--- src/rtl/core/dqsp_pkg.sv ---
// dqsp_pkg: shared types and constants for the dns question section parser
// no dependencies; used by dqsp_step and dns_question_section_parser_unit

package dqsp_pkg;

    // parse phase, one-hot
    typedef enum logic [6:0] {
        PH_IDLE     = 7'b000_0001,
        PH_LENGTH   = 7'b000_0010,
        PH_LABEL    = 7'b000_0100,
        PH_TYPE_HI  = 7'b000_1000,
        PH_TYPE_LO  = 7'b001_0000,
        PH_CLASS_HI = 7'b010_0000,
        PH_CLASS_LO = 7'b100_0000
    } phase_t;

    // result kinds
    typedef enum logic [1:0] {
        KIND_CHAR  = 2'd0,
        KIND_END   = 2'd1,
        KIND_DONE  = 2'd2,
        KIND_ERROR = 2'd3
    } kind_t;

    // request modes
    localparam logic MODE_START = 1'b0;
    localparam logic MODE_DATA  = 1'b1;

    localparam logic [7:0] DOT_CHAR = 8'h2E;
    // lengths at or above this are pointers or reserved codes
    localparam logic [7:0] LABEL_LIMIT = 8'd64;

    typedef struct packed {
        phase_t      phase;
        logic [5:0]  label_left;
        logic        name_begun;
        logic [15:0] questions_left;
        logic [15:0] current_index;
        logic [15:0] type_hold;
        logic [7:0]  class_high;
    } parse_state_t;

    typedef struct packed {
        logic        valid;
        kind_t       kind;
        logic [7:0]  name_char;
        logic [15:0] query_type;
        logic [15:0] query_class;
        logic [15:0] question_index;
        logic        last_question;
    } parse_result_t;

endpackage

--- src/rtl/core/dqsp_step.sv ---
// dqsp_step: next parser state and optional result for one request
// depends on dqsp_pkg

module dqsp_step (
    input  dqsp_pkg::parse_state_t  cur_state,
    input  logic                    mode,
    input  logic [15:0]             question_count,
    input  logic [7:0]              data_byte,
    output dqsp_pkg::parse_state_t  nxt_state,
    output dqsp_pkg::parse_result_t result
);

    logic [5:0] label_dec;

    assign label_dec = cur_state.label_left - 6'd1;

    always_comb begin
        nxt_state              = cur_state;
        result.valid           = 1'b0;
        result.kind            = dqsp_pkg::KIND_CHAR;
        result.name_char       = 8'd0;
        result.query_type      = 16'd0;
        result.query_class     = 16'd0;
        result.question_index  = cur_state.current_index;
        result.last_question   = (cur_state.questions_left == 16'd1);

        if (mode == dqsp_pkg::MODE_START) begin
            nxt_state.questions_left = question_count;
            nxt_state.current_index  = 16'd0;
            nxt_state.label_left     = 6'd0;
            nxt_state.name_begun     = 1'b0;
            nxt_state.type_hold      = 16'd0;
            nxt_state.class_high     = 8'd0;
            nxt_state.phase          = (question_count != 16'd0) ? dqsp_pkg::PH_LENGTH
                                                                 : dqsp_pkg::PH_IDLE;
        end else begin
            unique case (cur_state.phase)
                dqsp_pkg::PH_LENGTH: begin
                    priority if (data_byte == 8'd0) begin
                        result.valid    = 1'b1;
                        result.kind     = dqsp_pkg::KIND_END;
                        nxt_state.phase = dqsp_pkg::PH_TYPE_HI;
                    end else if (data_byte >= dqsp_pkg::LABEL_LIMIT) begin
                        result.valid    = 1'b1;
                        result.kind     = dqsp_pkg::KIND_ERROR;
                        nxt_state.phase = dqsp_pkg::PH_IDLE;
                    end else begin
                        nxt_state.label_left = data_byte[5:0];
                        nxt_state.phase      = dqsp_pkg::PH_LABEL;
                        nxt_state.name_begun = 1'b1;
                        if (cur_state.name_begun) begin
                            result.valid     = 1'b1;
                            result.kind      = dqsp_pkg::KIND_CHAR;
                            result.name_char = dqsp_pkg::DOT_CHAR;
                        end
                    end
                end
                dqsp_pkg::PH_LABEL: begin
                    result.valid         = 1'b1;
                    result.kind          = dqsp_pkg::KIND_CHAR;
                    result.name_char     = data_byte;
                    nxt_state.label_left = label_dec;
                    if (label_dec == 6'd0) begin
                        nxt_state.phase = dqsp_pkg::PH_LENGTH;
                    end
                end
                dqsp_pkg::PH_TYPE_HI: begin
                    nxt_state.type_hold = {data_byte, 8'd0};
                    nxt_state.phase     = dqsp_pkg::PH_TYPE_LO;
                end
                dqsp_pkg::PH_TYPE_LO: begin
                    nxt_state.type_hold = {cur_state.type_hold[15:8], data_byte};
                    nxt_state.phase     = dqsp_pkg::PH_CLASS_HI;
                end
                dqsp_pkg::PH_CLASS_HI: begin
                    nxt_state.class_high = data_byte;
                    nxt_state.phase      = dqsp_pkg::PH_CLASS_LO;
                end
                dqsp_pkg::PH_CLASS_LO: begin
                    result.valid             = 1'b1;
                    result.kind              = dqsp_pkg::KIND_DONE;
                    result.query_type        = cur_state.type_hold;
                    result.query_class       = {cur_state.class_high, data_byte};
                    nxt_state.questions_left = cur_state.questions_left - 16'd1;
                    nxt_state.current_index  = cur_state.current_index + 16'd1;
                    nxt_state.name_begun     = 1'b0;
                    nxt_state.phase = (cur_state.questions_left == 16'd1)
                                      ? dqsp_pkg::PH_IDLE : dqsp_pkg::PH_LENGTH;
                end
                default: begin
                    // idle: data is dropped
                    nxt_state = cur_state;
                end
            endcase
        end
    end

endmodule

--- src/rtl/core/dns_question_section_parser_unit.sv ---
// dns_question_section_parser_unit: top level of the dns question section parser
// depends on dqsp_pkg and dqsp_step

// The parser takes one request per cycle while nothing is stalled: either a start
// (mode 0) that loads the question count, or one raw byte of the question section
// (mode 1). Each byte passes through an input register, then a single stage of
// decode logic that updates the parse state and writes at most one result into
// the output register. Sustained rate is one byte per clock while m_ready keeps
// up; a result is held in the output register once its request has left the
// input register and been decoded. The only limit is the output register, which
// holds a result until m_ready takes it, so backpressure stalls the input
// register and then s_ready. Results are name characters (a dot goes before
// every label but the first), a name end on the zero byte, a question done
// carrying type and class on the last class byte, or an error for a length
// byte of 64 or more, after which further data is ignored until a new start.
// Start requests, the length byte of the first label and bytes of type and high
// class never give a result.

module dns_question_section_parser_unit (
    input  logic        aclk,
    input  logic        aresetn,
    // request channel
    input  logic        s_valid,
    output logic        s_ready,
    input  logic        s_mode,
    input  logic [15:0] s_question_count,
    input  logic [7:0]  s_data_byte,
    // result channel
    output logic        m_valid,
    input  logic        m_ready,
    output logic [1:0]  m_kind,
    output logic [7:0]  m_name_char,
    output logic [15:0] m_query_type,
    output logic [15:0] m_query_class,
    output logic [15:0] m_question_index,
    output logic        m_last_question
);

    // input register
    logic        in_valid_reg;
    logic        in_mode_reg;
    logic [15:0] in_count_reg;
    logic [7:0]  in_data_reg;

    // parse state
    dqsp_pkg::parse_state_t  state_reg;
    dqsp_pkg::parse_state_t  state_next;

    // result register
    logic                    out_valid_reg;
    dqsp_pkg::parse_result_t out_reg;
    dqsp_pkg::parse_result_t out_next;

    logic advance;
    logic s_take;

    // the held request is processed when the result register is free or draining
    assign advance = in_valid_reg && (!out_valid_reg || m_ready);
    assign s_ready = !in_valid_reg || advance;
    assign s_take  = s_valid && s_ready;

    dqsp_step u_step (
        .cur_state      (state_reg),
        .mode           (in_mode_reg),
        .question_count (in_count_reg),
        .data_byte      (in_data_reg),
        .nxt_state      (state_next),
        .result         (out_next)
    );

    // input register control
    always_ff @(posedge aclk) begin
        if (!aresetn) begin
            in_valid_reg <= 1'b0;
        end else if (s_ready) begin
            in_valid_reg <= s_valid;
        end
    end

    // input payload, no reset needed
    always_ff @(posedge aclk) begin
        if (s_take) begin
            in_mode_reg  <= s_mode;
            in_count_reg <= s_question_count;
            in_data_reg  <= s_data_byte;
        end
    end

    // parse state advances once per processed request
    always_ff @(posedge aclk) begin
        if (!aresetn) begin
            state_reg.phase          <= dqsp_pkg::PH_IDLE;
            state_reg.label_left     <= 6'd0;
            state_reg.name_begun     <= 1'b0;
            state_reg.questions_left <= 16'd0;
            state_reg.current_index  <= 16'd0;
            state_reg.type_hold      <= 16'd0;
            state_reg.class_high     <= 8'd0;
        end else if (advance) begin
            state_reg <= state_next;
        end
    end

    // result valid: loaded on processing, cleared once taken
    always_ff @(posedge aclk) begin
        if (!aresetn) begin
            out_valid_reg <= 1'b0;
        end else if (advance) begin
            out_valid_reg <= out_next.valid;
        end else if (m_ready) begin
            out_valid_reg <= 1'b0;
        end
    end

    // result payload
    always_ff @(posedge aclk) begin
        if (advance && out_next.valid) begin
            out_reg <= out_next;
        end
    end

    assign m_valid          = out_valid_reg;
    assign m_kind           = out_reg.kind;
    assign m_name_char      = out_reg.name_char;
    assign m_query_type     = out_reg.query_type;
    assign m_query_class    = out_reg.query_class;
    assign m_question_index = out_reg.question_index;
    assign m_last_question  = out_reg.last_question;

endmodule

--- config.mk ---
export PLATFORM = sky130hd
export DESIGN_NAME = dns_question_section_parser_unit
export DESIGN_NICKNAME = d
export VERILOG_FILES = /design/src/rtl/core/dqsp_pkg.sv /design/src/rtl/core/dqsp_step.sv /design/src/rtl/core/dns_question_section_parser_unit.sv
export SDC_FILE = /design/constraint.sdc
export NUM_CORES = 1
export LEC_CHECK = 0
export BUFFER_PORTS_ARGS = -buffer_cell sky130_fd_sc_hd__buf_4
export CAP_MARGIN = 20
export CORE_UTILIZATION = 33
export CTS_CLUSTER_DIAMETER = 200
export DETAILED_ROUTE_END_ITERATION = 8
export GPL_ROUTABILITY_DRIVEN = 0
export PLACE_DENSITY = 0.54
export SLEW_MARGIN = 25
export SYNTH_ARGS = -nofsm -noshare
export SYNTH_HDL_FRONTEND = slang
export SYNTH_SLANG_ARGS = --single-unit
--- constraint.sdc ---
create_clock -name aclk -period 3.7 [get_ports aclk]
set_clock_uncertainty 0.05 [all_clocks]
set_input_delay 0.185 -clock aclk [delete_from_list [all_inputs] [get_ports aclk]]
set_output_delay 0.185 -clock aclk [all_outputs]
set_load 0.02 [all_outputs]
# [Word-level counts from Yosys, hierarchy flattened]
# Index checks and enable logic that the tools add are counted.
[classes] add_sub_neg=3 order_cmp=1 eq_ne=18 n_mux=25 reduce_logical=19
[op_table] op="70-bit 2-to-1 mux" count=1
[op_table] op="32-bit 2-to-1 mux" count=2
[op_table] op="43-bit 2-to-1 mux" count=1
[op_table] op="7-bit one-hot mux with 6 select lines" count=1
[op_table] op="16-bit one-hot mux with 2 select lines" count=1
[op_table] op="7-bit 2-to-1 mux" count=4
[op_table] op="8-bit 2-to-1 mux" count=3
[op_table] op="16-bit by 1-bit adder with 16-bit output, second input constant" count=1
[op_table] op="16-bit by 1-bit == test with 1-bit output, second input constant" count=1
[op_table] op="8-bit one-hot mux with 2 select lines" count=1
[op_table] op="16-bit nonzero test" count=1
[op_table] op="16-bit by 1-bit subtractor with 16-bit output, second input constant" count=1
[op_table] op="6-bit one-hot mux with 2 select lines" count=1
[op_table] op="11-bit 2-to-1 mux" count=1
[op_table] op="3-bit 2-to-1 mux" count=3
[op_table] op="3-bit by 1-bit != test with 1-bit output, second input constant" count=3
[op_table] op="3-bit one-hot mux with 3 select lines" count=1
[op_table] op="8-bit by 7-bit >= comparator with 1-bit output, second input constant" count=1
[op_table] op="8-bit logical NOT" count=1
[op_table] op="2-bit AND reduction" count=4
[op_table] op="4-bit AND reduction" count=2
[op_table] op="7-bit by 2-bit == test with 1-bit output, second input constant" count=1
[op_table] op="7-bit by 3-bit == test with 1-bit output, second input constant" count=1
[op_table] op="7-bit by 4-bit == test with 1-bit output, second input constant" count=1
[op_table] op="18 further kinds" count=28
[word_totals] register_bits=156 inputBits=29 out_inout_bits=61

# [Longest topological paths before layout]
[logic_depth] depth_word=6 ltp_mapped=7 ltp_nobuf=7

# [Cells and area by module]
# From an unflattened synthesis, not the netlist that was laid out.
[hier_totals] cells_unflattened=791 hier_area_um2=7728.7
[modules_own_cells] mod="dns_question_section_parser_unit" n_inst=1 cells_per_inst=401 area_per_inst_um2=5411.4 seq_area_each_um2=3963.8
[modules_own_cells] mod="dqsp_step" n_inst=1 cells_per_inst=390 area_per_inst_um2=2317.2 seq_area_each_um2=0.0

# [Worst setup path after synthesis]
# Ideal clock, no wire load.
[synth_path] kind="register -> register" from="reg state_reg[67] (netlist bit)" to="reg out_reg (netlist bit m_kind[0]), enable pin" setup_ns=0.425 t_arrival_ns=3.060 required_ns=3.225 path_slack_ns=0.165 path_stages_with_launch=7 path_cell_list="dfxtp_1 > buf_6 > or4_4 > buf_6 > nor4b_4 > a21boi_1 > o311a_1"
[synth_between] elab_chain_len=4 word_cells_on_any_way=6 cone_classes="3 x eq/ne; 2 x mux; 1 x reduce/logical"
[synth_lines] item="from (decl)" line_no="dns_question_section_parser_unit.sv:46" source="dqsp_pkg::parse_state_t state_reg;"
[synth_lines] item="from (signal assigned)" line_no="dns_question_section_parser_unit.sv:100" source="state_reg <= state_next;"
[synth_lines] item="7-bit == test, or another cell as far along" line_no="dqsp_step.sv:37" source="unique case (cur_state.phase)"
[synth_lines] item="3-bit one-hot mux with 3 select lines (*)" line_no="dqsp_step.sv:37"
[synth_lines] item="43-bit 2-to-1 mux (*)" line_no="dqsp_step.sv:27" source="if (mode == dqsp_pkg::MODE_START) begin"
[synth_lines] item="1-bit logical AND (*)" line_no="dns_question_section_parser_unit.sv:117" source="if (advance && out_next.valid) begin"
[synth_lines] item="to (signal assigned)" line_no="dns_question_section_parser_unit.sv:118" source="out_reg <= out_next;"
[synth_lines] item="to (decl)" line_no="dns_question_section_parser_unit.sv:51" source="dqsp_pkg::parse_result_t out_reg;"
# Mark *: on every way between the ends. The rest lies on a longest branch, timed or not.
# A chain may end at the register's enable or synchronous reset.

# [Final worst setup path]
[layout_path] from="reg state_reg[69] (netlist bit)" to="reg out_reg (netlist bit m_question_index[11]), enable pin"
# Same word-level chain as after synthesis.

==> results.md <==
- Status: finished, final reports clean
- Std cell rows: 51
- Peak VDD IR: ~0.33 mV
- Largest net degree at the start of global routing: 58
- CTS tree: yes
- Hold Buf Count CTS: 26
- Wire per inst: about 16 microns
- Via density per instance: 5.10
- Drt total wl: ~16000 microns
- Metal3 WL: 689 microns
- Internal power: 0.00307 W
- FFs w/ async S/R, synth: 0%
- Final Hold Violating Endpoints: 0
- Synth cell types: 64
- Tmin final: between 2000 and 3000 ps
- Initial antenna violation count: 0
- Vias in the first global route: roughly 5000
- P&R area growth vs syn: 27.6%
- Post-synth top area cell: edfxtp_1
- Slew headroom: between 30 and 40%
- Net switching power figure: ~0.00096 W
- Num CTS Buffers: 17
- Share of cells above drive strength 1: around 20%
- Main synth FF type: edfxtp_1
- Clock slew at reported path FFs: about 60 ps
- Setup Buffers After CTS: 0
- # nets final: around 760
- Post-cts sizing count: 0
- Worst Tran Pin Value: about 900 ps
- Max reg flops: 70
- PD cells: ~470 nW/um^2
- Sink Count: 156
- Critical path's largest stage delay: about 640 ps
- Power after layout: between 0.004 and 0.005 W
- Iter 0 DRT Violations: slightly below 300
- DRT met1 WL: between 7000 and 8000 microns
- Core area: 19600 sq um
- ANT cells: 0
- Crit path DAT: 2860 ps
- Top area cells in the synthesized netlist: edfxtp_1 38%, dfxtp_1 22%, nor2_1 3.5%, nand2_1 3.2%, a21oi_1 2.8%
- Cell Area, Synth: 6650 sq um
- FF/Latch Area: slightly below 4000 sq um
- H-tree levels: 4
- Root buffer cell: clkbuf_16
- Via count: roughly 5100
- Startpoint types: flop
- Die area: 20700 sq um
- Slowest library cell on the worst path: or4_4
- Leakage: ~2.9 nW
- Crit. End Element: flop
- GRT overflow: 0
- First-pass GRT wire length: between 20000 and 30000 microns
- Post-Syn Area per Cell: about 11 sq um
- Clock network power share: 46.1%
- Combinational share of power: about 6.7%
- CP Cell Sequence: or4_4 > nor4b_4 > a21boi_1 > o311a_2 > buf_12
- Synth Net Count: ~650
- RSZ-0062 raised after global routing: false
- Switching Share: a little under a quarter
- Drt pass-1 iters: 5
- Req. time, crit path: around 3800 ps
- Clock Path Buffers: 2
- Tot GR Track Use: between 15 and 20%
- Period utilization: 76.0%
- Layout fillers: between 1500 and 2000
- Critical path peak fanout: 49
- Sequential share of the synthesized area: roughly three fifths
- Die Height: between 100 and 150 microns
- Synth top area share: a little under two fifths
- Die width: approximately 140 microns
- Final setup vio count: 0
- Clk_lat worst skew: roughly 420 ps
- Synth Warn #: 0
- PortBufs: 89
- Post-route ant nets: 0
- Slew Viols, Final: 0
- Post-synth EDFFs: 84
- DRC violations left: 0
- Register bit total from synthesis: around 160
- Uppermost layer routed: met4
- Starting Density: between 30% and 40%
- Worst hold path class: primary input to flop
- I/O pin cnt: 90
- Area of the multi-input gates: approximately 2500 sq um
- Setup tns final: 0 ps
- Met2 wire len: 7640 microns
- Hold_ws: a little over 70 ps
- Max-cap viol count: 0
- Post-DP HPWL: around 11000 microns
- Reg power frac: a little under half
- Fmax: roughly 360 MHz
- Gate Count Post-Synth: between 600 and 700
- Setup CP Type: flop to flop
-- layout make-up --
cell class | instances | area share (%)
flip-flops and latches | 156 | 46.7
repair buffers | 125 | 12.0
clock inverters | 14 | 2.27
well taps | 265 | 3.91
inverters | 13 | 0.575
multi-input cells | 414 | 29.4
clock buffers | 18 | 5.17
-- final timing paths --
check	start	endpoint	slack, ps	cells past startpoint
setup reg to reg	state_reg[69]	m_question_index[11]	890	5
setup / recovery	state_reg[69]	m_question_index[11]	890	5
hold / removal	m_ready	m_valid	70	3
hold reg to reg	state_reg[39]	m_question_index[15]	400	0
-- cells in the final DEF, fill, tap and decap left out, drive strengths merged, types with 5 or more instances in the layout --
master	count
nand4	8
o31ai	5
a31oi	13
a21oi	38
inv	20
or4	8
a21o	5
or3	8
dfxtp	72
nor3	14
nor4	16
a21boi	5
edfxtp	84
nand2	56
o21ai	18
xnor2	8
clkbuf	18
nand3	24
nor4b	5
buf	99
ha	5
nor2	63
o21a	9
dlygate4sd3	26
and2	29
mux2i	11
a22o	8
xor2	7
-- kinds of logic after synthesis --
logic type | Yosys count | share of synthesized area (%)
AO/OA/AOI/OAI | 130 | 13.1
buffers and inverters | 47 | 2.92
multiplexers | 11 | 1.66
XOR/XNOR | 15 | 1.98
adder cells (fa/ha/maj) | 5 | 0.941
AND/OR/NAND/NOR | 253 | 19.8
flip-flops | 156 | 59.6
-- power by group through the flow --
stage          Combinational, W  Sequential (W)  Clock (W)
2_1_floorplan          0.000170         0.00192          0
3_5_place_dp           0.000248         0.00193          0
5_1_grt                0.000300         0.00190    0.00197
6_report               0.000272         0.00190    0.00186
4_1_cts                0.000271         0.00190    0.00189
3_3_place_gp           0.000244         0.00193          0
-- Yosys cell counts (5+ instances only) --
cell type and n:
a21o_1 5, a21oi_1 37, a22o_1 8, a31oi_1 13, and2_1 29, clkbuf_1 30, dfxtp_1 72, edfxtp_1 84
ha_1 5, inv_1 12, mux2i_1 11, nand2_1 56, nand3_1 24, nand4_1 8, nor2_1 62, nor3_1 13
nor4_1 16, o21a_1 9, o21ai_0 17, o31ai_1 5, or3_1 8, or4_1 7, xnor2_1 8, xor2_1 7
-- worst max-delay path, delay by kind of cell, from the launching register on --
kind	cells	cell delay (ps)
flip-flops	1	420
AND/OR/NAND/NOR	2	1020
AO/OA/AOI/OAI	2	640
buffers and inverters	1	310
-- metal layers --
layer	up-vias	global-route usage, %
met5	-	0
met4	0	6.83
met3	21	3.48
met2	143	26.5
met1	2457	21.3
li1	2502	-
-- through the flow --
stage                     instance area, sq um  std cells  setup WS [ps]  util [%]
after global placement                    7590        947            970      38.8
after detailed placement                  7600        947            893      38.8
after CTS                                 8490       1005            879      43.3
after global routing                      8490       1005            727      43.3
final                                     8490       1005            889      43.3
after floorplan                           6650        617            165         -
No activity file was read; power rests on OpenSTA's default activity.
